[src/gdf_pkg.sv]
package gdf_pkg;

    localparam int MAX_DIM   = 4096;
    localparam int COORD_W   = $clog2(MAX_DIM);
    localparam int DIM_W     = COORD_W + 1;
    localparam int COLOR_W   = 48;
    localparam int BYTE_W    = 8;
    localparam int NUM_CH    = 3;
    localparam int WH_W      = 2 * DIM_W;
    localparam int SUM_W     = COORD_W + DIM_W + 1;
    localparam int DIV_W     = WH_W + 1;
    localparam int REM_W     = DIV_W;
    localparam int M_W       = SUM_W + BYTE_W + 1;
    localparam int Q_W       = BYTE_W + 1;
    localparam int PDATA_W   = 64;
    localparam int PADDR_W   = 6;
    localparam int REG_IDX_W = 3;

    localparam logic [REG_IDX_W-1:0] REG_START  = 3'd0;
    localparam logic [REG_IDX_W-1:0] REG_END    = 3'd1;
    localparam logic [REG_IDX_W-1:0] REG_WIDTH  = 3'd2;
    localparam logic [REG_IDX_W-1:0] REG_HEIGHT = 3'd3;
    localparam logic [REG_IDX_W-1:0] REG_MODE   = 3'd4;

    localparam logic [1:0] MODE_VERT  = 2'd0;
    localparam logic [1:0] MODE_HORIZ = 2'd1;

    typedef struct packed {
        logic [COLOR_W-1:0] start_color;
        logic [COLOR_W-1:0] end_color;
        logic [DIM_W-1:0]   w_eff;
        logic [DIM_W-1:0]   h_eff;
        logic               vert;
        logic               horiz;
        logic [WH_W-1:0]    wh;
        logic [DIV_W-1:0]   divisor;
    } cfg_t;

    typedef struct packed {
        logic [NUM_CH-1:0][M_W-1:0]   m;
        logic [NUM_CH-1:0][REM_W-1:0] rem;
        logic [NUM_CH-1:0][Q_W-1:0]   q;
        logic [NUM_CH-1:0]            big;
        logic [NUM_CH-1:0]            neg;
        logic                         flr;
    } cell_t;

    function automatic logic [BYTE_W-1:0] chan_byte(input logic [COLOR_W-1:0] color,
                                                    input int idx);
        return color[(2 - idx) * 16 + 8 +: BYTE_W];
    endfunction

endpackage

[src/gdf_front.sv]
module gdf_front (
    input  logic                        clk,
    input  logic                        rst_n,
    input  logic                        en,
    input  logic                        in_valid,
    input  logic [gdf_pkg::COORD_W-1:0] pixel_x,
    input  logic [gdf_pkg::COORD_W-1:0] pixel_y,
    input  gdf_pkg::cfg_t               cfg,
    output logic                        out_valid,
    output gdf_pkg::cell_t              out_data
);
    import gdf_pkg::*;

    logic [4:0]                    v_reg;
    logic [COORD_W-1:0]            x_reg;
    logic [COORD_W-1:0]            y_reg;
    logic [COORD_W-1:0]            x1_reg;
    logic [COORD_W-1:0]            y1_reg;
    logic [COORD_W+DIM_W-1:0]      xh_reg;
    logic [COORD_W+DIM_W-1:0]      yw_reg;
    logic [SUM_W-1:0]              s_reg;
    logic [SUM_W-1:0]              s_next;
    logic [NUM_CH-1:0][M_W-1:0]    p_reg;
    logic [NUM_CH-1:0]             dneg_reg;
    logic [NUM_CH-1:0][BYTE_W:0]   d;
    logic [NUM_CH-1:0][BYTE_W-1:0] d_abs;
    logic [NUM_CH-1:0][M_W-1:0]    m_reg;
    logic [NUM_CH-1:0][M_W-1:0]    m_next;
    logic [NUM_CH-1:0]             neg_reg;
    logic [NUM_CH-1:0]             neg_next;
    logic                          flr;
    logic [M_W-1:0]                bias;

    assign flr  = !(cfg.vert || cfg.horiz);
    assign bias = flr ? M_W'(cfg.wh) : '0;

    always_comb
    begin
        priority if (cfg.vert)
            s_next = SUM_W'(y1_reg);
        else if (cfg.horiz)
            s_next = SUM_W'(x1_reg);
        else
            s_next = SUM_W'(xh_reg) + SUM_W'(yw_reg);
    end

    always_comb
    begin
        for (int c = 0; c < NUM_CH; c++)
        begin
            d[c]     = {1'b0, chan_byte(cfg.end_color, c)}
                       - {1'b0, chan_byte(cfg.start_color, c)};
            d_abs[c] = d[c][BYTE_W] ? BYTE_W'(-d[c]) : d[c][BYTE_W-1:0];
            if (!dneg_reg[c])
            begin
                m_next[c]   = bias + p_reg[c];
                neg_next[c] = 1'b0;
            end
            else if (p_reg[c] <= bias)
            begin
                m_next[c]   = bias - p_reg[c];
                neg_next[c] = 1'b0;
            end
            else
            begin
                m_next[c]   = p_reg[c] - bias;
                neg_next[c] = 1'b1;
            end
        end
    end

    always_ff @(posedge clk or negedge rst_n)
    begin
        if (!rst_n)
            v_reg <= '0;
        else if (en)
            v_reg <= {v_reg[3:0], in_valid};
    end

    always_ff @(posedge clk)
    begin
        if (en)
        begin
            x_reg    <= pixel_x;
            y_reg    <= pixel_y;
            x1_reg   <= x_reg;
            y1_reg   <= y_reg;
            xh_reg   <= x_reg * cfg.h_eff;
            yw_reg   <= y_reg * cfg.w_eff;
            s_reg    <= s_next;
            for (int c = 0; c < NUM_CH; c++)
            begin
                p_reg[c]    <= d_abs[c] * s_reg;
                dneg_reg[c] <= d[c][BYTE_W];
            end
            m_reg    <= m_next;
            neg_reg  <= neg_next;
        end
    end

    assign out_valid     = v_reg[4];
    assign out_data.m    = m_reg;
    assign out_data.rem  = '0;
    assign out_data.q    = '0;
    assign out_data.big  = '0;
    assign out_data.neg  = neg_reg;
    assign out_data.flr  = flr;

endmodule

[config.mk]
export PLATFORM = sky130hd
export DESIGN_NAME = gdf_front
export DESIGN_NICKNAME = d
export VERILOG_FILES = /design/src/gdf_pkg.sv /design/src/gdf_front.sv
export SDC_FILE = /design/constraint.sdc
export NUM_CORES = 2
export LEC_CHECK = 0
export BUFFER_PORTS_ARGS = -buffer_cell sky130_fd_sc_hd__buf_4
export CAP_MARGIN = 5
export CORE_ASPECT_RATIO = 0.6
export CORE_MARGIN = 2
export CORE_UTILIZATION = 25
export DETAILED_ROUTE_END_ITERATION = 8
export SLEW_MARGIN = 20
export SYNTH_ARGS = -nofsm -noshare
export SYNTH_HDL_FRONTEND = slang
export SYNTH_SLANG_ARGS = --single-unit
[constraint.sdc]
create_clock -name clk -period 7.65 [get_ports clk]
set_input_delay 1.1475 -clock clk [delete_from_list [all_inputs] [get_ports clk]]
set_output_delay 1.1475 -clock clk [all_outputs]
set_load 0.1 [all_outputs]
== Word-level counts from Yosys, hierarchy flattened ==
Cells that the tools add are included.

* Word-level logic and storage cells: 61
* Output and inout port bits: 221
* Flip-flop bits (word level): 342

* Reductions and logical operators: 3
* Multipliers: 5
* Add/subtract/negate cells: 16
* Order comparisons: 3
* Mux-type cells: 15

{| class="wikitable"
|+ Operators with widths
! operator !! count
|-
| 2-to-1 mux 35 bit || 6
|-
| adder 26 x 34 -> 35 bit || 3
|-
| subtractor 26 x 34 -> 35 bit || 3
|-
| subtractor 34 x 26 -> 35 bit || 3
|-
| <= comparator 34 x 26 -> 1 bit || 3
|-
| multiplier 8 x 26 -> 34 bit || 3
|-
| multiplier 12 x 13 -> 25 bit || 2
|-
| subtractor 8 x 8 -> 9 bit || 3
|-
| adder 25 x 25 -> 26 bit || 1
|-
| 2-to-1 mux 26 bit || 1
|-
| 2-to-1 mux 12 bit || 2
|-
| 2-to-1 mux 8 bit || 3
|-
| negation 8 bit || 3
|-
| 2-to-1 mux 1 bit || 3
|-
| OR reduction 2 bit || 1
|-
| zero test 1 bit || 1
|-
| logical OR 1 bit || 1
|}

== Longest topological paths before layout ==
* Word-level depth: 5
* Gate-level depth with buffers: 34

== Worst setup path after synthesis ==
No wires, ideal clock.

* Path kind: input to register
* Start: input cfg[105] in the netlist's numbering
* End: register p_reg[65] in the netlist's numbering (data pin)
* Data arrival time: 7.985 ns
* Path buffers: 2
* Library setup time: 0.271 ns
* Slack: -0.606 ns
* Cell stages on the path: 33
* Cells stage by stage: inv_1 ha_1 inv_1 fa_1 nand2_1 nand2_1 a21oi_1 o21bai_1 a21oi_1 o21bai_1 a21oi_1 o21ai_0 xor2_1 clkbuf_1 nor2b_1 fa_1 inv_1 fa_1 fa_1 inv_1 fa_1 ha_1 clkbuf_1 nand2_1 o21ai_0 a21o_1 a22oi_1 a211o_1 a221o_1 a21oi_1 o21ai_0 mux2_2 o2111ai_1

{| class="wikitable"
|+ RTL lines
! item !! line !! source
|-
| from (decl) || gdf_front.sv:8 || <nowiki>input gdf_pkg::cfg_t cfg,</nowiki>
|-
| to (signal, indexed assignment) || gdf_front.sv:93 || <nowiki>p_reg[c] <= d_abs[c] * s_reg;</nowiki>
|-
| to (decl) || gdf_front.sv:23 || <nowiki>logic [NUM_CH-1:0][M_W-1:0] p_reg;</nowiki>
|}

==> metrics <==
Total GRT Usage=0.162; most common cell after layout, fill and taps aside=inv_1; non-filler cells, final=9939; Yosys cell types=104; CP max FO=7; share of cells above drive strength 1=0.146; share of flip-flops with an asynchronous set or reset=0.0146; Setup Skew=42.7 ps; chip height=373 um; WL final=193000 um; Fin. Hold Viols=0; RSZ-0062 raised after global routing=true; worst skew pair latency=660 ps; Tcrit/Tclk final=0.978; Clock Path Buffers=3; Root Driver=clkbuf_16; status=finished clean; Mapped Area=56700 um^2; starting density of the core=0.251; Max-Cap Viols=0; Crit path required time=8050 ps; top cell type's share of synthesized area=0.235; syn_area_per_cell=8.89 um^2; slowest stage cell, crit path=fa_1; largest stage delay on the critical path=550 ps; placed cells=9815; Clock transition at path regs=60 ps; Inserted Clock Buffers=45; synth top area cells=fa_1, edfxtp_1, ha_1, inv_1, nand2_1; reg2reg setup slack=1330 ps; full die area=231000 um^2; # port buffers=239; Yosys reg bits=342; Worst Path Buf+Inv=11; Routability Congestion=0.928; count of final setup violators=0; post-DP HPWL=155000 um; Overflow after GRT=0; EDFF count, synth=337; fin crit period=7480 ps; I/O pin count=426; Die W=619 um; Hold WC Path Type=in -> async; detailed-route DRC error count=0; via count=47200; hold_buf cts=0; Final Max Tran Viols=0; Tightest Pin Transition=1210 ps; crit end category=flop; global-route wire length before repair=291000 um; H-tree levels=2; CTS tree=built; Post-synth top flop=edfxtp_1; most frequent cells in the layout=inv_1, buf_4, fa_1, nand2_1, ha_1; Fin Hold WS=295 ps; CTS Sinks=342; Rel. slew slack=0.194; vias in the first global route=47400; Critical Path AT=7880 ps; cell count after synthesis=6382; Final #Nets=8330; Synth area leader=fa_1; largest net degree at the start of global routing=156; antenna viol nets, final=0; fmax=0.134 GHz; Top delay family on crit path=adder cells; Placeable Area=226000 um^2; vias per std cell=4.74; Setup CP Type=in -> reg; sequential area share after synthesis=0.181; CP Launch Type=input port; area delta synth->final=18.7%; Yosys warnings=0; Detailed Routing Iterations Pass 1=6; worst setup margin=168 ps; Core Rows=135; antenna violations before repair=10; Initial DRC Count=3969; Setup WS pre-CTS=-712 ps; max reg flops=105; wire per inst=19.4 um
[per-layer routing]
| layer | vias to the layer above | global-route usage | part of all wire |
|---|---|---|---|
| met1 | 23700 | 0.247 | 0.49 |
| met3 | 177 | 0.0285 | 0.079 |
| met2 | 1610 | 0.235 | 0.41 |
| met5 | - | 0 | 0.00039 |
| met4 | 12 | 0.0317 | 0.019 |
| li1 | 21700 | - | - |
[synthesized netlist by cell type (all sizes together) (46+ instances only)]
master,instances
fa,665
xor2,63
buf,159
a31oi,57
and2,297
o21ai,197
clkbuf,219
nor2,297
a21oi,355
nor2b,288
nor3,105
xnor2,191
nand2b,134
a211oi,46
nand2,566
nand3,66
inv,1031
ha,574
edfxtp,337
a21o,99
o21bai,72
[cells by family after synthesis]
kind of cell	Yosys count	synth area share
AO/OA/AOI/OAI	1142	0.131
XOR/XNOR	254	0.0392
adder cells (fa/ha/maj)	1239	0.361
buffers and inverters	1412	0.103
flip-flops	342	0.181
multiplexers	52	0.00968
other	1	0.0000661
AND/OR/NAND/NOR	1940	0.175
[area by class of cell]
class	count	area, um^2
inverter	1034	3880
antenna	4	10.0
clock inverter	31	273
multi-input combinational	4738	42000
fill	23700	158000
tap	3014	3770
clock buffer	51	1170
timing repair buffer	725	5990
sequential	342	10200
[path summary, 6_finish.rpt]
check,startpoint,to,cells past startpoint
worst max-delay path,cfg[105],p_reg[66],36
worst min-delay path,rst_n,v_reg[4],1
worst max register to register,y_reg[4],yw_reg[23],19
worst min register to register,v_reg[1],v_reg[2],1
max in group asynchronous,rst_n,v_reg[2],1
min in group clk,v_reg[1],v_reg[2],1
[per-stage QoR]
stage | cell area (um^2) | util | TNS [ps]
global route | 67300 | 0.298 | -352
detailed placement | 64700 | 0.287 | -20120
finish | 67300 | 0.298 | 0
global placement | 64700 | 0.287 | -16890
CTS | 66100 | 0.293 | 0
floorplan | 57300 | - | 0
[what timing repair did]
action                     4_1_cts  5_1_grt
setup endpoints to repair        2       31
cloned                           0        4
gates resized for setup          3      148
hold endpoints to repair         0        0
pin swaps                        1       73
setup buffers                    0       35
Power is left out: the tool's default activity adds up to more than one toggle a clock period on the data nets, which glitch-free logic cannot reach.
