<file path="src/gdf_pkg.sv">
package gdf_pkg;

    localparam int MAX_DIM   = 4096;
    localparam int COORD_W   = $clog2(MAX_DIM);
    localparam int DIM_W     = COORD_W + 1;
    localparam int COLOR_W   = 48;
    localparam int BYTE_W    = 8;
    localparam int NUM_CH    = 3;
    localparam int WH_W      = 2 * DIM_W;
    localparam int SUM_W     = COORD_W + DIM_W + 1;
    localparam int DIV_W     = WH_W + 1;
    localparam int REM_W     = DIV_W;
    localparam int M_W       = SUM_W + BYTE_W + 1;
    localparam int Q_W       = BYTE_W + 1;
    localparam int PDATA_W   = 64;
    localparam int PADDR_W   = 6;
    localparam int REG_IDX_W = 3;

    localparam logic [REG_IDX_W-1:0] REG_START  = 3'd0;
    localparam logic [REG_IDX_W-1:0] REG_END    = 3'd1;
    localparam logic [REG_IDX_W-1:0] REG_WIDTH  = 3'd2;
    localparam logic [REG_IDX_W-1:0] REG_HEIGHT = 3'd3;
    localparam logic [REG_IDX_W-1:0] REG_MODE   = 3'd4;

    localparam logic [1:0] MODE_VERT  = 2'd0;
    localparam logic [1:0] MODE_HORIZ = 2'd1;

    typedef struct packed {
        logic [COLOR_W-1:0] start_color;
        logic [COLOR_W-1:0] end_color;
        logic [DIM_W-1:0]   w_eff;
        logic [DIM_W-1:0]   h_eff;
        logic               vert;
        logic               horiz;
        logic [WH_W-1:0]    wh;
        logic [DIV_W-1:0]   divisor;
    } cfg_t;

    typedef struct packed {
        logic [NUM_CH-1:0][M_W-1:0]   m;
        logic [NUM_CH-1:0][REM_W-1:0] rem;
        logic [NUM_CH-1:0][Q_W-1:0]   q;
        logic [NUM_CH-1:0]            big;
        logic [NUM_CH-1:0]            neg;
        logic                         flr;
    } cell_t;

    function automatic logic [BYTE_W-1:0] chan_byte(input logic [COLOR_W-1:0] color,
                                                    input int idx);
        return color[(2 - idx) * 16 + 8 +: BYTE_W];
    endfunction

endpackage

</file>
<file path="src/gdf_div_cell.sv">
module gdf_div_cell (
    input  logic                      clk,
    input  logic                      rst_n,
    input  logic                      en,
    input  logic [gdf_pkg::DIV_W-1:0] divisor,
    input  logic                      in_valid,
    input  gdf_pkg::cell_t            in_data,
    output logic                      out_valid,
    output gdf_pkg::cell_t            out_data
);
    import gdf_pkg::*;

    logic [NUM_CH-1:0][REM_W:0] r2;
    logic [NUM_CH-1:0][REM_W:0] diff;
    logic [NUM_CH-1:0]          ge;
    cell_t                      data_next;
    logic                       valid_reg;
    cell_t                      data_reg;

    // one quotient bit per cell, restoring step
    always_comb
    begin
        data_next = in_data;
        for (int c = 0; c < NUM_CH; c++)
        begin
            r2[c]   = {in_data.rem[c], in_data.m[c][M_W-1]};
            diff[c] = r2[c] - {1'b0, divisor};
            ge[c]   = (r2[c] >= {1'b0, divisor});
            data_next.rem[c] = ge[c] ? diff[c][REM_W-1:0] : r2[c][REM_W-1:0];
            data_next.m[c]   = {in_data.m[c][M_W-2:0], 1'b0};
            data_next.q[c]   = {in_data.q[c][Q_W-2:0], ge[c]};
            data_next.big[c] = in_data.big[c] | in_data.q[c][Q_W-1];
        end
    end

    always_ff @(posedge clk or negedge rst_n)
    begin
        if (!rst_n)
            valid_reg <= 1'b0;
        else if (en)
            valid_reg <= in_valid;
    end

    always_ff @(posedge clk)
    begin
        if (en)
            data_reg <= data_next;
    end

    assign out_valid = valid_reg;
    assign out_data  = data_reg;

endmodule

</file>
<file path="config.mk">
export PLATFORM = sky130hd
export DESIGN_NAME = gdf_div_cell
export DESIGN_NICKNAME = d
export VERILOG_FILES = /design/src/gdf_pkg.sv /design/src/gdf_div_cell.sv
export SDC_FILE = /design/constraint.sdc
export NUM_CORES = 1
export LEC_CHECK = 0
export CORE_AREA = 2 2 185 187
export CTS_CLUSTER_SIZE = 24
export DETAILED_ROUTE_END_ITERATION = 6
export DIE_AREA = 0 0 187 189
export DONT_BUFFER_PORTS = 1
export GPL_TIMING_DRIVEN = 0
export MAX_ROUTING_LAYER = met4
export RECOVER_POWER = 50
export SYNTH_ARGS = -nofsm -noshare
export SYNTH_HDL_FRONTEND = slang
export SYNTH_SLANG_ARGS = --single-unit
</file>
<file path="constraint.sdc">
create_clock -name clk -period 0.8 [get_ports clk]
set_input_delay 0.08 -clock clk [delete_from_list [all_inputs] [get_ports clk]]
set_output_delay 0.08 -clock clk [all_outputs]
set_load 0.01 [all_outputs]
</file>
; Yosys cells after proc, flatten, opt, wreduce, memory -nomap -nowiden
; Index checks and enable logic that the tools add are counted.
[classes]
n_addsub = 3
mux = 3
order_cmp = 3
n_bitwise = 3
[ops]
columns = cell, count
row1 = 28-bit by 27-bit greater-or-equal comparator with 1-bit output, 3
row2 = 27-bit 2-to-1 mux, 3
row3 = 27-bit subtractor, 3
row4 = 1-bit OR, 3
[totals]
out_inout_bits = 221
elab_cells = 25
regBits = 218

; Depth between registers and ports, before layout
; Gate-level depths: netlist (run 1).
[logic_depth]
word_depth = 2
mapped_depth = 14
depth_no_buf = 12

; Least setup slack after synthesis (run 1)
; No wires, ideal clock.
[synth_timing]
path_kind = in2reg
start = input divisor[9] in the netlist's numbering
end = register data_reg, in the netlist out_data[100] (data pin)
required_time_ns = 0.540
n_path_buf = 2
setup_ns = 0.260
cell_stages = 12
setup_slack_ns = -1.723
arrival_time_ns = 2.263
cell_sequence = inv_1 ha_1 buf_2 a21oi_2 o21ai_1 a21o_1 a221oi_1 o211a_1 a21oi_2 o21ai_4 buf_6 mux2_2
[synth_lines]
columns = item, line
row1 = from (decl), gdf_div_cell.sv:5  ; input logic [gdf_pkg::DIV_W-1:0] divisor,
row2 = to (signal assigned), gdf_div_cell.sv:47  ; data_reg <= data_next;
row3 = to (decl), gdf_div_cell.sv:18  ; cell_t data_reg;

==> out/qor.csv, run 1 <==
stage,metric,value,unit
status,outcome,"complete, but fails checks",
status,failing checks,"negative hold slack, negative setup slack",
timing,fin. max-slew vios,0,
synth,Synth area leaders,"edfxtp_1 54%, ha_1 8.4%, a21oi_1 3.2%, xnor2_1 2.6%, o21ai_0 2.3%",
synth,most frequent cells after synthesis,"217 x edfxtp_1, 81 x ha_1, 77 x a21oi_1",
timing,Fin. Hold Viols,232,
pwr,Switch Pwr,10.7,mW
synth,number of enable flip-flop cells after synthesis,217,
timing,Max transition margin,61.7,%
cells_and_area,Finished Layout Cells,1813,
pwr,Switching Fraction,29.1,%
cells_and_area,fill count,2779,
pwr,worst vdd ir,1410,µV
timing,maximum clock rate,467,MHz
cts,CTS buffer count,26,
pwr,internal power,26.0,mW
routing,Pre-antenna DRT Iters,5,
routing,WL final,48900,µm
global_route,largest net degree at the start of global routing,219,
cts,htree depth,1,
global_route,GRT Resource Usage Total,27.3,%
global_route,vias in the first global route,10000,
synth,Syn Inst Count,1025,
cells_and_area,Final nets,1678,
place,placed insts,1475,
routing,remaining antenna violation count,0,
pwr,Clock power frac,33.2,%
cells_and_area,area grow syn2layout,50.1,%
pwr,PD cells,2030,mW/mm²
timing,Hold WS,-0.312,ns
synth,sequential cell area fraction in the yosys report,54.3,%
synth,top_reg_cell synth,edfxtp_1,
floorplan,full die area,0.0353,mm²
timing,Clock Skews,0,ns
synth,YS warnings,0,
pwr,LEAKAGE,6.78,nW
pwr,total power,36.6,mW
global_route,M2 GR Usage,42.6,%
cells_and_area,share of cells above drive strength 1,28.2,%
place,setup slack after placement,-2.22,ns
routing,WL/cell,27.0,µm
global_route,met1 Use GR,34.1,%
floorplan,row count,67,
pwr,Logic pwr share,24.0,%
setup_path,Crit path arrival time,2.42,ns
place,IO buf count,0,
synth,"count leader, synth",edfxtp_1,
global_route,first-pass GRT wire length,68500,µm
flow_run,max-cap violations,0,
floorplan,Starting Density,36.2,%
timing,Tmin final,2.14,ns
timing,Worst Slack Setup Final,-1.34,ns
floorplan,I/O pin cnt,472,
cells_and_area,Finished Cell Area,0.0181,mm²
synth,Yosys top cell area share,54.1,%
synth,Async SR Flop Fraction,0.459,%
global_route,met3 Resource Use GR,7.34,%
setup_path,Setup CP Type,input port to register,
routing,DRC Markers,0,
setup_path,required time of the critical path,1.08,ns
cts,Clk Tree Root Cell,clkbuf_16,
cts,latest clock arrival within the worst-skew pair,0.53,ns
cts,CTS Buffer Depth,3,
floorplan,Core ar.,0.0333,mm²
setup_path,Worst Setup End Kind,register,
timing,"Period Utilization, post-route",268,%
cts,clk slew on worst S/H paths,0.05,ns
routing,Iter 0 DRT Violations,619,
timing,worst slew pin tran,0.560,ns
timing,Final Setup Violations,302,
routing,routed vias,9929,
floorplan,Die H,189,µm
place,Placed Area,0.0131,mm²
pwr,Flop pwr share,42.8,%
routing,vias per cell,5.48,
cts,CTS tree,built,
synth,Yosys cell types,66,
cts,Sink Count,218,
synth,syn_area_per_cell,11.7,µm²
place,gpl congestion,0.920,
setup_path,Max Fanout on Critical Path,4,
hold_path,worst hold path type,input port to register,
global_route,Most Crowded Layer GR,met2,
synth,post-synthesis cell area,0.0120,mm²
synth,synthesized flop and latch total,218,
floorplan,Die X,187,µm
synth,Yosys top cell by area,edfxtp_1,
global_route,gr ovfl total,0,
global_route,initial antenna violation count,2,
timing,RSZ-0062 raised after global routing,true,
setup_path,crit start category,input port,
place,HPWL after detailed placement,34200,µm
==> logic make-up (layout without fill, tap and decap cells) <==
| group | after synthesis | in the layout | share of synthesized area, % |
|---|---|---|---|
| other | 1 | 5 | 0.0311 |
| AO/OA/AOI/OAI | 282 | 282 | 15.5 |
| AND/OR/NAND/NOR | 255 | 255 | 10.4 |
| flip-flops | 218 | 218 | 54.3 |
| XOR/XNOR | 62 | 62 | 4.51 |
| multiplexers | 30 | 30 | 2.77 |
| buffers and inverters | 93 | 429 | 3.56 |
| adder cells (fa/ha/maj) | 84 | 84 | 8.92 |
==> placed cells by master (no fill, tap or decap), types with 20 or more instances in the layout <==
master and n:
clkinvlp_4 20, buf_6 24, a21o_1 33, nand3_1 20
buf_4 53, xnor2_1 36, o21ai_0 24, clkbuf_16 30
edfxtp_1 217, ha_1 39, inv_1 36, nand2_1 52
mux2_4 26, xor2_1 26, dlygate4sd3_1 210, ha_4 36
a21oi_1 65, nor2_1 44
==> sequential cells by signal (all words and copies together), names as in the netlist <==
| signal | flops |
|---|---|
| out_valid | 1 |
| out_data | 217 |
==> cell type report <==
type                            instances  area (µm²)  share of cell area [%]
Antenna cell                            2        5.00                  0.0277
Buffer                                 25         345                    1.91
Clock buffer                           30         687                    3.80
Clock inverter                         18         189                    1.05
Multi-Input combinational cell        716        6370                    35.2
Inverter                               63         370                    2.05
Sequential cell                       218        6540                    36.2
Timing Repair Buffer                  293        3010                    16.7
Tap cell                              448         561                    3.10
==> metal layers <==
metal / part of all wire [%] / routed length, µm / vias up
met5: 0 / 0 / -
met3: 8.6 / 4190 / 83
li1: - / - / 4515
met4: 4.0 / 1940 / 0
met1: 42 / 20300 / 4862
met2: 46 / 22500 / 469
==> final timing paths <==
path	start	slack [ns]	end	depth (start not counted)
max	divisor[4]	-1.34	out_data[113]	10
min	en	-0.31	out_data[109]	0
max reg2reg	out_valid	0.01	out_valid	1
min reg2reg	out_valid	0.58	out_valid	1
max in group asynchronous	rst_n	0.41	out_valid	2
min in group asynchronous	rst_n	0.28	out_valid	2
==> worst max-delay path: stages <==
cell	delay, ns
clkinvlp_4	0.14
ha_2	0.36
and3_1	0.26
a221oi_4	0.33
o32a_1	0.29
o211ai_1	0.13
buf_4	0.18
a311oi_2	0.24
xnor2_1	0.12
mux2_4	0.27
==> stage by stage <==
stage	TNS, ns	utilization, %
final	-159.52	54.3
after CTS	-164.31	52.6
after detailed placement	-165.83	39.4
after global routing	-170.39	54.3
after floorplan	-122.51	-
after global placement	-165.96	39.4
==> power groups by stage <==
stage | logic [mW] | registers, mW | clock network [mW]
floorplan | 4.40 | 15.4 | 0
global placement | 5.59 | 15.9 | 0
detailed placement | 5.61 | 15.9 | 0
CTS | 8.00 | 15.7 | 12.4
global route | 9.49 | 15.7 | 12.8
finish | 8.80 | 15.7 | 12.2
==> timing repair <==
item	4_1_cts	5_1_grt
pin swaps	38	43
cloned	4	2
resized for setup	183	81
setup buffers	59	19
endpoints found under the hold margin	433	234
hold buffers	206	4
setup endpoints to repair	302	303
No activity file was read; power rests on OpenSTA's default activity.
==> inputs of run 2 (changes only) <==
Settings changed: GPL_ROUTABILITY_DRIVEN set to 0, SKIP_LAST_GASP set to 1.
==> run 2 against run 1 <==
Net effect:
- the flow still finishes with violations (negative hold slack, negative setup slack)
- power is 0.56% lower
- cell count up 0.11%
- via count is 1.2% higher
- global-route usage is 0.059 points lower
- critical endpoint is now out_data[87]
- setup slack got worse by 0.094 ns
- combinational power up 1%
- critical path depth stayed put
- core utilization barely moved
==> out/qor.csv, run 2 (synthesized netlist as in run 1, its figures left out) <==
stage,metric,value,unit
status,outcome,"complete, but fails checks",
status,failing checks,"negative hold slack, negative setup slack",
cts,latest clock arrival within the worst-skew pair,0.53,ns
timing,Final Setup Violations,303,
cts,Clk Tree Root Cell,clkbuf_16,
pwr,Switch Pwr,10.5,mW
routing,WL/cell,27.1,µm
timing,setup TNS,-165.58,ns
timing,"Period Utilization, post-route",279,%
cts,CTS tree,built,
global_route,largest net degree at the start of global routing,219,
cells_and_area,Final nets,1680,
pwr,PD cells,2010,mW/mm²
pwr,Logic pwr share,24.5,%
pwr,worst vdd ir,1390,µV
cells_and_area,Finished Cell Area,0.0181,mm²
floorplan,Die X,187,µm
flow_run,max-cap violations,0,
timing,Max transition margin,65.0,%
setup_path,Setup CP Type,input port to register,
cells_and_area,share of cells above drive strength 1,28.4,%
routing,Pre-antenna DRT Iters,5,
floorplan,I/O pin cnt,472,
setup_path,Max Fanout on Critical Path,3,
cells_and_area,"most common cell after layout, fill and taps aside",edfxtp_1,
setup_path,Crit path arrival time,2.56,ns
routing,Iter 0 DRT Violations,745,
timing,Worst Slack Setup Final,-1.43,ns
timing,RSZ-0062 raised after global routing,true,
timing,worst slew pin tran,0.520,ns
cells_and_area,area grow syn2layout,50.2,%
cells_and_area,"commonest cells after routing, fill and taps aside","217 x edfxtp_1, 215 x dlygate4sd3_1, 63 x a21oi_1, 55 x buf_4, 46 x nand2_1",
floorplan,Core ar.,0.0333,mm²
floorplan,Die H,189,µm
timing,fin. max-slew vios,0,
timing,Tmin final,2.23,ns
place,Placed Area,0.0131,mm²
floorplan,row count,67,
cts,CTS buffer count,25,
global_route,initial antenna violation count,4,
timing,Fin. Hold Viols,229,
cells_and_area,max reg flops,217,
timing,Hold WS,-0.313,ns
cts,Sink Count,218,
setup_path,Worst Setup End Kind,register,
pwr,LEAKAGE,6.80,nW
global_route,vias in the first global route,9956,
global_route,gr ovfl total,0,
routing,WL final,49100,µm
setup_path,crit start category,input port,
hold_path,worst hold path type,input port to register,
place,IO buf count,0,
routing,vias per cell,5.53,
timing,maximum clock rate,447,MHz
cells_and_area,fin util,54.3,%
pwr,internal power,25.9,mW
cts,CTS Buffer Depth,3,
global_route,first-pass GRT wire length,68200,µm
timing,Clock Skews,0,ns
pwr,Flop pwr share,43.0,%
setup_path,required time of the critical path,1.13,ns
routing,remaining antenna violation count,0,
floorplan,full die area,0.0353,mm²
place,HPWL after detailed placement,33800,µm
cts,clk slew on worst S/H paths,0.06,ns
routing,routed vias,10000,
cts,htree depth,1,
routing,DRC Markers,0,
global_route,GRT Resource Usage Total,27.2,%
pwr,total power,36.4,mW
pwr,Clock power frac,32.5,%
floorplan,Starting Density,36.2,%
pwr,Switching Fraction,28.9,%
## run 2: changes by cell type in the layout (fill, tap and decap cells not counted), moves of 3 or more
| cell | before | now |
|---|---|---|
| a21oi_2 | 14 | 18 |
| buf_6 | 24 | 21 |
| clkbuf_16 | 30 | 26 |
| clkinv_4 | 3 | 0 |
| clkinvlp_4 | 20 | 16 |
| dlygate4sd3_1 | 210 | 215 |
| ha_1 | 39 | 42 |
| ha_2 | 6 | 2 |
| nand2_1 | 52 | 46 |
| nand2_2 | 11 | 16 |
| nor2_2 | 8 | 5 |
## run 2: path summary, 6_finish.rpt
path	slack (ns)	endpoint	cells past startpoint	startpoint
min	-0.31	out_data[52]	0	en
max reg2reg	-0.02	out_valid	1	out_valid
max	-1.43	out_data[87]	10	in_data[67]
max in group asynchronous	0.40	out_valid	2	rst_n
min reg2reg	0.61	out_valid	1	out_valid
min in group asynchronous	0.29	out_valid	2	rst_n
## run 2: final cells by class
type | instances | area, µm²
Clock inverter | 15 | 184
Clock buffer | 30 | 644
Sequential cell | 218 | 6540
Tap cell | 448 | 561
Inverter | 63 | 365
Fill cell | 2780 | 15200
Timing Repair Buffer | 298 | 3030
Multi-Input combinational cell | 716 | 6430
Buffer | 23 | 322
Antenna cell | 4 | 10.0
## run 2: through the flow
| stage | instances | worst slack [ns] |
|---|---|---|
| 2_1_floorplan | 1027 | -1.61 |
| 3_3_place_gp | 1475 | -2.24 |
| 3_5_place_dp | 1475 | -2.25 |
| 4_1_cts | 1787 | -1.29 |
| 5_1_grt | 1815 | -1.48 |
| 6_report | 1815 | -1.43 |
## run 2: metal layers
metal / track usage, % / part of all wire (%) / vias up
li1: - / - / 4500
met1: 33.5 / 41 / 4937
met2: 41.5 / 45 / 507
met3: 8.01 / 8.9 / 102
met4: 12.2 / 5.0 / 0
met5: - / 0 / -
## run 2: repair_timing
action	in CTS	in global routing
buffers inserted	54	28
hold buffers	210	5
resized for setup	190	96
setup endpoints to repair	302	303
gates cloned	8	0
pin swaps	46	52
endpoints found under the hold margin	433	233
## run 2: critical path: stages
cell and delay (ns):
dlygate4sd3_1 0.62, ha_4 0.20, nor3_1 0.25, nand3_2 0.18, buf_6 0.16, a31oi_4 0.23
a41oi_4 0.16, o21ai_2 0.19, nor3_1 0.08, o41ai_2 0.39
## run 2: power by group through the flow
stage               Combinational (mW)  Clock [mW]  Sequential, mW
floorplan                         4.40           0            15.4
global placement                  5.54           0            15.9
detailed placement                5.60           0            15.9
CTS                               8.22        12.1            15.7
global route                      9.54        12.5            15.7
finish                            8.92        11.8            15.7
