File: src/gdf_pkg.sv
package gdf_pkg;

    localparam int MAX_DIM   = 4096;
    localparam int COORD_W   = $clog2(MAX_DIM);
    localparam int DIM_W     = COORD_W + 1;
    localparam int COLOR_W   = 48;
    localparam int BYTE_W    = 8;
    localparam int NUM_CH    = 3;
    localparam int WH_W      = 2 * DIM_W;
    localparam int SUM_W     = COORD_W + DIM_W + 1;
    localparam int DIV_W     = WH_W + 1;
    localparam int REM_W     = DIV_W;
    localparam int M_W       = SUM_W + BYTE_W + 1;
    localparam int Q_W       = BYTE_W + 1;
    localparam int PDATA_W   = 64;
    localparam int PADDR_W   = 6;
    localparam int REG_IDX_W = 3;

    localparam logic [REG_IDX_W-1:0] REG_START  = 3'd0;
    localparam logic [REG_IDX_W-1:0] REG_END    = 3'd1;
    localparam logic [REG_IDX_W-1:0] REG_WIDTH  = 3'd2;
    localparam logic [REG_IDX_W-1:0] REG_HEIGHT = 3'd3;
    localparam logic [REG_IDX_W-1:0] REG_MODE   = 3'd4;

    localparam logic [1:0] MODE_VERT  = 2'd0;
    localparam logic [1:0] MODE_HORIZ = 2'd1;

    typedef struct packed {
        logic [COLOR_W-1:0] start_color;
        logic [COLOR_W-1:0] end_color;
        logic [DIM_W-1:0]   w_eff;
        logic [DIM_W-1:0]   h_eff;
        logic               vert;
        logic               horiz;
        logic [WH_W-1:0]    wh;
        logic [DIV_W-1:0]   divisor;
    } cfg_t;

    typedef struct packed {
        logic [NUM_CH-1:0][M_W-1:0]   m;
        logic [NUM_CH-1:0][REM_W-1:0] rem;
        logic [NUM_CH-1:0][Q_W-1:0]   q;
        logic [NUM_CH-1:0]            big;
        logic [NUM_CH-1:0]            neg;
        logic                         flr;
    } cell_t;

    function automatic logic [BYTE_W-1:0] chan_byte(input logic [COLOR_W-1:0] color,
                                                    input int idx);
        return color[(2 - idx) * 16 + 8 +: BYTE_W];
    endfunction

endpackage

File: src/gdf_cfg.sv
module gdf_cfg (
    input  logic                         clk,
    input  logic                         rst_n,
    input  logic                         psel,
    input  logic                         penable,
    input  logic                         pwrite,
    input  logic [gdf_pkg::PADDR_W-1:0]  paddr,
    input  logic [gdf_pkg::PDATA_W-1:0]  pwdata,
    output logic [gdf_pkg::PDATA_W-1:0]  prdata,
    output logic                         pready,
    output gdf_pkg::cfg_t                cfg
);
    import gdf_pkg::*;

    logic [COLOR_W-1:0]   start_reg;
    logic [COLOR_W-1:0]   end_reg;
    logic [DIM_W-1:0]     width_reg;
    logic [DIM_W-1:0]     height_reg;
    logic [1:0]           mode_reg;
    logic [WH_W-1:0]      wh_reg;
    logic [DIV_W-1:0]     div_reg;
    logic [DIV_W-1:0]     div_next;
    logic [DIM_W-1:0]     w_eff;
    logic [DIM_W-1:0]     h_eff;
    logic                 wr;
    logic [REG_IDX_W-1:0] idx;

    assign wr     = psel && penable && pwrite;
    assign idx    = paddr[PADDR_W-1:PADDR_W-REG_IDX_W];
    assign pready = 1'b1;
    assign w_eff  = (width_reg == '0) ? DIM_W'(1) : width_reg;
    assign h_eff  = (height_reg == '0) ? DIM_W'(1) : height_reg;

    always_ff @(posedge clk or negedge rst_n)
    begin
        if (!rst_n)
        begin
            start_reg  <= '0;
            end_reg    <= '0;
            width_reg  <= DIM_W'(1);
            height_reg <= DIM_W'(1);
            mode_reg   <= MODE_VERT;
        end
        else if (wr)
        begin
            unique case (idx)
                REG_START:  start_reg  <= pwdata[COLOR_W-1:0];
                REG_END:    end_reg    <= pwdata[COLOR_W-1:0];
                REG_WIDTH:  width_reg  <= pwdata[DIM_W-1:0];
                REG_HEIGHT: height_reg <= pwdata[DIM_W-1:0];
                REG_MODE:   mode_reg   <= pwdata[1:0];
                default:    ;
            endcase
        end
    end

    always_comb
    begin
        unique case (mode_reg)
            MODE_VERT:  div_next = DIV_W'(h_eff);
            MODE_HORIZ: div_next = DIV_W'(w_eff);
            default:    div_next = {wh_reg, 1'b0};
        endcase
    end

    // product and divisor are registered
    always_ff @(posedge clk or negedge rst_n)
    begin
        if (!rst_n)
        begin
            wh_reg  <= WH_W'(1);
            div_reg <= DIV_W'(1);
        end
        else
        begin
            wh_reg  <= w_eff * h_eff;
            div_reg <= div_next;
        end
    end

    always_comb
    begin
        unique case (idx)
            REG_START:  prdata = PDATA_W'(start_reg);
            REG_END:    prdata = PDATA_W'(end_reg);
            REG_WIDTH:  prdata = PDATA_W'(width_reg);
            REG_HEIGHT: prdata = PDATA_W'(height_reg);
            REG_MODE:   prdata = PDATA_W'(mode_reg);
            default:    prdata = '0;
        endcase
    end

    assign cfg.start_color = start_reg;
    assign cfg.end_color   = end_reg;
    assign cfg.w_eff       = w_eff;
    assign cfg.h_eff       = h_eff;
    assign cfg.vert        = (mode_reg == MODE_VERT);
    assign cfg.horiz       = (mode_reg == MODE_HORIZ);
    assign cfg.wh          = wh_reg;
    assign cfg.divisor     = div_reg;

endmodule

File: config.mk
export PLATFORM = sky130hd
export DESIGN_NAME = gdf_cfg
export DESIGN_NICKNAME = d
export VERILOG_FILES = /design/src/gdf_pkg.sv /design/src/gdf_cfg.sv
export SDC_FILE = /design/constraint.sdc
export NUM_CORES = 1
export LEC_CHECK = 0
export BUFFER_PORTS_ARGS = -buffer_cell sky130_fd_sc_hd__buf_2
export CAP_MARGIN = 20
export CORE_ASPECT_RATIO = 0.8
export CORE_MARGIN = 10
export CORE_UTILIZATION = 50
export DETAILED_ROUTE_END_ITERATION = 16
export GPL_TIMING_DRIVEN = 0
export PLACE_DENSITY_LB_ADDON = 0.25
export SYNTH_ARGS = -nofsm -noshare
export SYNTH_HDL_FRONTEND = slang
export SYNTH_SLANG_ARGS = --single-unit
File: constraint.sdc
create_clock -name clk -period 5 [get_ports clk]
set_clock_uncertainty 0.2 [all_clocks]
set_input_delay 0.25 -clock clk [delete_from_list [all_inputs] [get_ports clk]]
set_output_delay 0.25 -clock clk [all_outputs]
set_load 0.01 [all_outputs]
# Word-level counts from Yosys, hierarchy flattened
# Cells that the tools add are included.
[word_totals]
word_cells = 28
ff_bits = 177
in_bits = 75
out_inout_bits = 242
[op_classes]
n_reduce_logical = 11
multipliers = 1
muxes = 4
eq_ne = 5
[op_table]
columns = ["operator", "count"]
rows = [
  ["$pmux 48 s5", 1],
  ["$pmux 27 s2", 1],
  ["$logic_not 13->1", 2],
  ["$mul 13x13->26", 1],
  ["$mux 13", 2],
  ["$reduce_and 2->1", 5],
  ["$eq 3x2->1 const B", 2],
  ["$eq 3x1->1 const B", 1],
  ["$eq 3x3->1 const B", 1],
  ["$logic_not 3->1", 1],
  ["$eq 2x1->1 const B", 1],
  ["$logic_and 1x1->1", 2],
  ["$logic_not 2->1", 1],
]

# Longest topological paths before layout
# Gate-level depths: netlist of run 1.
[depth]
word_depth = 3
mapped_depth = 22
depth_no_buf = 19

# Least setup slack after synthesis of run 1
# Ideal clock, no wire load.
[synth_path]
path_kind = "register -> register"
from = "register width_reg[7]"
to = "register wh_reg[25]"
arrival_time_ns = 5.164
required_ns = 4.673
period_less_slack_ns = 5.490
setup_time_ns = 0.127
n_path_buf = 3
path_stages_with_launch = 22
slack_ns = -0.490
cell_sequence = "dfrtp_1 clkbuf_1 nor4_1 a31o_2 clkbuf_1 nand2_1 fa_1 inv_1 fa_1 fa_1 fa_1 inv_1 fa_1 inv_1 ha_1 clkbuf_1 a21oi_1 o21ai_2 a221o_1 a21oi_1 a41oi_1 xnor2_1"
[synth_lines]
columns = ["item", "line_no", "text"]
rows = [
  ["start: declaration", "gdf_cfg.sv:17", "logic [DIM_W-1:0] width_reg;"],
  ["start signal: assignment", "gdf_cfg.sv:49", "REG_WIDTH: width_reg <= pwdata[DIM_W-1:0];"],
  ["end signal: assignment", "gdf_cfg.sv:76", "wh_reg <= w_eff * h_eff;"],
  ["end: declaration", "gdf_cfg.sv:20", "logic [WH_W-1:0] wh_reg;"],
]

# Final worst setup path of run 1
[layout_path]
from = "register height_reg[1]"
to = "register wh_reg[22]"
[layout_between]
elab_chain_cells = 3
[layout_lines]
columns = ["item", "line_no", "text"]
rows = [
  ["start: declaration", "gdf_cfg.sv:18", "logic [DIM_W-1:0] height_reg;"],
  ["start signal: assignment", "gdf_cfg.sv:50", "REG_HEIGHT: height_reg <= pwdata[DIM_W-1:0];"],
  ["$logic_not 13->1", "gdf_cfg.sv:32", "assign h_eff = (height_reg == '0) ? DIM_W'(1) : height_reg;"],
  ["$mux 13 *", "gdf_cfg.sv:32", ""],
  ["$mul 13x13->26 *", "gdf_cfg.sv:76", ""],
]
# Mark *: on every way between the ends. The rest lies on a longest branch, timed or not.
# A chain may end at the register's enable or synchronous reset.

==> results of run 1 <==
==> area by class of cell <==
type	instances	area share, %
antenna	2	0.0291
buffer	102	3.90
clock buffer	19	2.58
clock inverter	13	0.800
inverter	181	3.95
multi-input combinational	763	46.0
sequential	177	25.9
tap	351	2.55
timing repair buffer	396	14.3
==> layer usage <==
layer	GRT usage, %	vias to the layer above	part of all wire, %
li1	-	4730	-
met1	31.9	5459	41
met2	39.9	406	49
met3	6.27	74	7.7
met4	7.73	0	2.6
met5	0	-	0
==> final timing paths <==
check	from	to	depth (start not counted)
worst max register to register	height_reg[1]	wh_reg[22]	19
min in group clk	paddr[4]	mode_reg[0]	4
worst min register to register	wh_reg[17]	div_reg[18]	1
worst min-delay path	rst_n	div_reg[13]	2
worst max-delay path	height_reg[1]	wh_reg[22]	19
max in group asynchronous	rst_n	width_reg[9]	3
==> cell usage after synthesis, types with 4 or more instances <==
cell      number  share of area, %
inv_1        180               5.2
a21o_1         8              0.46
dfrtp_1      173                33
mux2i_1       12              0.92
fa_1         121                19
nor4_1         7              0.34
nor2_1        19              0.55
dfstp_2        4              0.80
a22oi_1        4              0.23
a21oi_1       12              0.46
clkbuf_1      72               2.1
o21ai_0       20              0.77
a221o_1       14               1.1
a22o_1        46               3.1
ha_1          71               6.8
and2_1       102               4.9
xor2_1         8              0.54
mux2_2       123                11
buf_4         21               1.2
xnor2_1       12              0.80
nand2_1      110               3.2
buf_2         18              0.69
==> stage by stage <==
step	worst slack (ns)	hold WS, ns	total power [µW]	utilization (%)	cells
6_report	-0.432	0.133	8690	67.4	2004
4_1_cts	-0.415	0.166	8380	66.7	1992
3_5_place_dp	-0.926	0.0362	6490	59.8	1864
2_1_floorplan	-0.0925	-0.246	5110	-	1233
5_1_grt	-0.575	0.200	9310	67.4	2003
3_3_place_gp	-0.839	0.263	6390	59.7	1863
==> power breakdown <==
part	switching, µW	internal, µW	total [µW]
sequential	286	1810	2100
combinational	2880	2360	5240
clock	678	680	1360
total	3850	4850	8690
==> cells by family (layout without fill, tap and decap cells) <==
| group | after synthesis | count (layout) | synth area share, % |
|---|---|---|---|
| simple gates | 259 | 259 | 10.1 |
| other cells | 2 | 19 | 0.0575 |
| compound gates | 137 | 137 | 8.16 |
| flops | 177 | 177 | 33.9 |
| buf+inv | 293 | 711 | 9.25 |
| fa+ha+maj | 192 | 192 | 25.3 |
| mux | 138 | 138 | 11.8 |
| xor+xnor | 20 | 20 | 1.34 |
==> what timing repair did <==
action | CTS | global route
endpoints found under the setup margin | 16 | 16
pin swaps | 24 | 21
hold endpoints to repair | 196 | 0
buffers inserted | 56 | 11
gates resized for setup | 93 | 31
hold buffers | 49 | 0
==> critical path, cell delays in order, from the launching register on <==
cell and delay (ns):
dfrtp_2 0.42, clkbuf_4 0.19, and2_4 0.18, fa_1 0.55, inv_2 0.05, fa_1 0.52, inv_1 0.06, fa_1 0.45
fa_1 0.49, inv_1 0.05, fa_1 0.49, inv_2 0.05, ha_4 0.21, a21o_1 0.19, a21o_1 0.17, buf_4 0.13
a221o_1 0.33, a21o_1 0.25, a211oi_2 0.23, xnor2_1 0.14
==> run metrics, run 1 <==
run status=complete, but fails checks; failing checks=negative setup slack; drt first pass iters=5; H-Tree Depth=4; row count=52; Slew Viols, Final=0; Startpoint Class=flop; fraction of final layout cells sized beyond drive strength 1=between 40% and 50%; Synth-to-Final Area Change=31.6%; Max Cap Viol=0; drc violations=0; first-pass GRT wire length=63800 µm; post-synthesis cell area=13100 µm²; Max clock buf depth=2; Pwr Density=506 nW/µm²; Synth Flop Type=dfrtp_1; Seq cells post-synth=~180; initial cell density of the core=between 50% and 60%; Hold Crit Class=primary input to asynchronous set/reset pin; final worst path period need=5.43 ns; Overflow after GRT=0; CTS Root Cell=clkbuf_16; Crit. End Element=flop; nets=between 1500 and 2000; Final period util=109%; initial antenna violation count=1; EDFF count, synth=0; Sum Neg Setup Slack=-4.40 ns; multi-input logic area=roughly 7900 µm²; Antenna Violating Nets Remaining=0; Syn Area/Cell=between 10 and 15 µm²; clk slew on worst S/H paths=approximately 0.080 ns; reg-to-reg setup timing slack=-0.43 ns; Setup violations, final=13; vias in the first global route=~11000; Worst EP arrival=about 5.6 ns; pin count of the biggest net entering global routing=106; final worst setup slack=-0.432 ns; Vias/cell=approximately 5.3; commonest non-fill, non-tap cell in the layout=buf_2; Worst-Skew Late Latency=around 0.45 ns; Die Wd=approximately 200 µm; die area=33000 µm²; Layout fillers=roughly 2000; routed vias=approximately 11000; most frequent cells in the layout=buf_2 (296), inv_1 (172), dfrtp_1 (151); Worst Path Required=5.17 ns; sequential share of the synthesized area=around a third; Synth warnings=0; die boundary height=about 160 µm; drt initial violations=725; Lkg Pwr=about 0.0090 µW; critical path fanouts, max=10; post-DP HPWL=approximately 30000 µm; design area=between 15000 and 20000 µm²; measured slew at the worst slew-check pin=about 0.84 ns; post-synth cell types=61; area post-placement=roughly 15000 µm²; Fin. Hold Viols=0; cell count after synthesis=roughly 1200; register area=4460 µm²; Total Routing Usage GR=about a quarter; Final Wtd Congestion=0.883; I/O Buffers=279; CTS tree=yes; Routed WL=between 40000 and 50000 µm; clk sink count=177; asr flop ratio synth=100%; IO Count=~320; unrepaired setup endpoints after global routing=yes; VDD IR max=0.433 mV; Max-slew headroom=43.9%; CTS Buf Count=17; WS Path Type=flop to flop; f_max=around 180 MHz; post-DR wirelength/cell=between 20 and 25 µm; Core ar.=25500 µm²
(Power assumes the default switching activity.)
==> run 2, diff against run 1 <==
==> constraint.sdc (replaced) <==
create_clock -name clk -period 5 [get_ports clk]
set_clock_uncertainty 0.2 [all_clocks]
set_input_delay 0.5 -clock clk [delete_from_list [all_inputs] [get_ports clk]]
set_output_delay 0.5 -clock clk [all_outputs]
set_load 0.01 [all_outputs]
==> run 2 against run 1 <==
The flow still finishes with violations (negative setup slack). Critical path depth grew 2. Setup slack lost 0.0066 ns. First-iteration DRC count grew 2.1%. Flip-flop and latch count is the same. Sequential share of layout area grew 0.58 points. Largest power group unchanged. Maximum frequency shrank 0.12%. Die area is the same. Global-route usage shrank 0.61 points. Largest cell class unchanged.
==> run metrics, run 2 (same netlist as run 1, synthesis figures left out) <==
run status=complete, but fails checks; failing checks=negative setup slack; clk sink count=approximately 180; initial antenna violation count=1; final worst setup slack=-0.439 ns; reg2reg path depth=21; pre-CTS setup slack=-0.926 ns; register area=4460 µm²; Synth-to-Final Area Change=28.8%; CTS tree=yes; hold endpoint=end_reg[28]; critical path fanouts, max=9; routed vias=around 11000; Worst EP arrival=5.62 ns; Pwr Density=between 500 and 600 nW/µm²; measured slew at the worst slew-check pin=0.834 ns; drc violations=0; pin count of the biggest net entering global routing=106; Total Routing Usage GR=about a quarter; Slew Viols, Final=0; Routed WL=41000 µm; fraction of final layout cells sized beyond drive strength 1=42.9%; hold_sp=pwdata[28]; post-DP HPWL=30400 µm; CTS Buf Count=17; area post-placement=between 15000 and 20000 µm²; Net Switching=3860 µW; Setup violations, final=15; Sw Share=between 40 and 50%; I/O Buffers=between 200 and 300; worst path cell trace=nor4_2 -> a31o_2 -> buf_8 -> buf_4 -> buf_6 -> nand2_2 -> fa_2 -> fa_2 -> inv_2 -> ha_4 -> ha_4 -> inv_1 -> fa_1 -> inv_2 -> fa_2 -> a211oi_2 -> o21bai_2 -> a221o_1 -> a21o_1 -> a211oi_2 -> xnor2_1; final worst path period need=~5.4 ns; final std cells w/o fill=approximately 2000; sequential power share=24.0%; H-Tree Depth=4; vias in the first global route=around 11000; Worst path slowest cell=fa_2; Lkg Pwr=a little under 0.009 µW; worst r2r dst=wh_reg[22]; Worst Path Required=~5.2 ns; Startpoint Class=flop; WS Path Type=flop to flop; crit-path max cell delay=~0.55 ns; most used cell, CP=fa_2; Max Cap Viol=0; Overflow after GRT=0; hold depth=2; initial cell density of the core=between 50% and 60%; most frequent cells in the layout=buf_2 (296), inv_1 (170), dfrtp_1 (151); Max clock buf depth=2; CP Buf/Inv Count=6; Die Wd=201 µm; unrepaired setup endpoints after global routing=yes; clk slew on worst S/H paths=around 0.080 ns; CP delay by family, top=adder cells; Vias/cell=~5.4; Fin. Hold Viols=0; Final Wtd Congestion=around 0.9; Overall Power=8720 µW; f_max=approximately 180 MHz; P_int=about 4900 µW; VDD IR max=roughly 0.44 mV; CTS Root Cell=clkbuf_16; Hold Crit Class=primary input to flop; drt first pass iters=5; Clock power frac=roughly 16%; number of instances in the placed design=1864; Final period util=109%; post-DR wirelength/cell=roughly 21 µm; row count=52; Crit. End Element=flop; first-pass GRT wire length=just over 60000 µm; drt initial violations=between 700 and 800; Worst-Skew Late Latency=~0.45 ns; Core ar.=around 26000 µm²; die boundary height=approximately 160 µm; Gate power share=between 60 and 70%; nets=around 1900; Layout fillers=between 2000 and 2500; commonest non-fill, non-tap cell in the layout=buf_2; Max-slew headroom=between 40 and 50%; die area=about 33000 µm²; R2R Path Start=width_reg[3]; multi-input logic area=roughly 8000 µm²; design area=between 15000 and 20000 µm²; reg-to-reg setup timing slack=-0.44 ns; IO Count=about 320; Antenna Violating Nets Remaining=0
run 2: stage by stage:
| stage | setup TNS [ns] | utilization (%) | hold WS [ns] |
|---|---|---|---|
| after floorplan | -0.275 | - | 0.00441 |
| after global placement | -8.78 | 59.7 | 0.263 |
| after detailed placement | -9.86 | 59.8 | 0.262 |
| after CTS | -4.10 | 64.8 | 0.0749 |
| after global routing | -6.82 | 65.9 | 0.0706 |
| final | -4.56 | 66.0 | 0.0861 |
run 2: per-layer routing:
metal	up-vias	wire [µm]	GRT usage (%)
met4	0	831	6.46
li1	4649	-	-
met1	5399	17100	31.2
met2	423	19800	38.6
met3	63	3350	7.07
met5	-	0	0
run 2: repair_timing:
item	in CTS	in global routing
gates resized for setup	93	47
setup endpoints to repair	16	16
gates cloned	0	0
hold endpoints to repair	72	0
pin swaps	24	27
hold buffers	1	0
setup buffers	56	15
run 2: final cells by class:
class	instances	area share [%]
inverter	181	4.04
clock buffer	19	2.63
sequential	177	26.5
antenna	4	0.0595
multi-input combinational	763	47.4
timing repair buffer	352	11.9
clock inverter	13	0.818
buffer	102	3.99
tap	351	2.61
run 2: power by group through the flow:
stage | registers (µW) | clock network, µW | logic (µW)
finish | 2090 | 1350 | 5270
CTS | 2080 | 1370 | 4890
floorplan | 2170 | 0 | 2950
global placement | 2080 | 0 | 4310
detailed placement | 2090 | 0 | 4400
global route | 2140 | 1420 | 5790
run 2: worst max path at each step:
stage                             start          to  slack, ns  depth (start not counted)
after floorplan            width_reg[2]  wh_reg[19]      -0.09                         20
after global placement    height_reg[8]  wh_reg[25]      -0.84                         19
after detailed placement  height_reg[8]  wh_reg[25]      -0.93                         19
after CTS                  width_reg[9]  wh_reg[19]      -0.42                         18
after global routing       width_reg[6]  wh_reg[25]      -0.58                         21
final                      width_reg[3]  wh_reg[22]      -0.44                         21
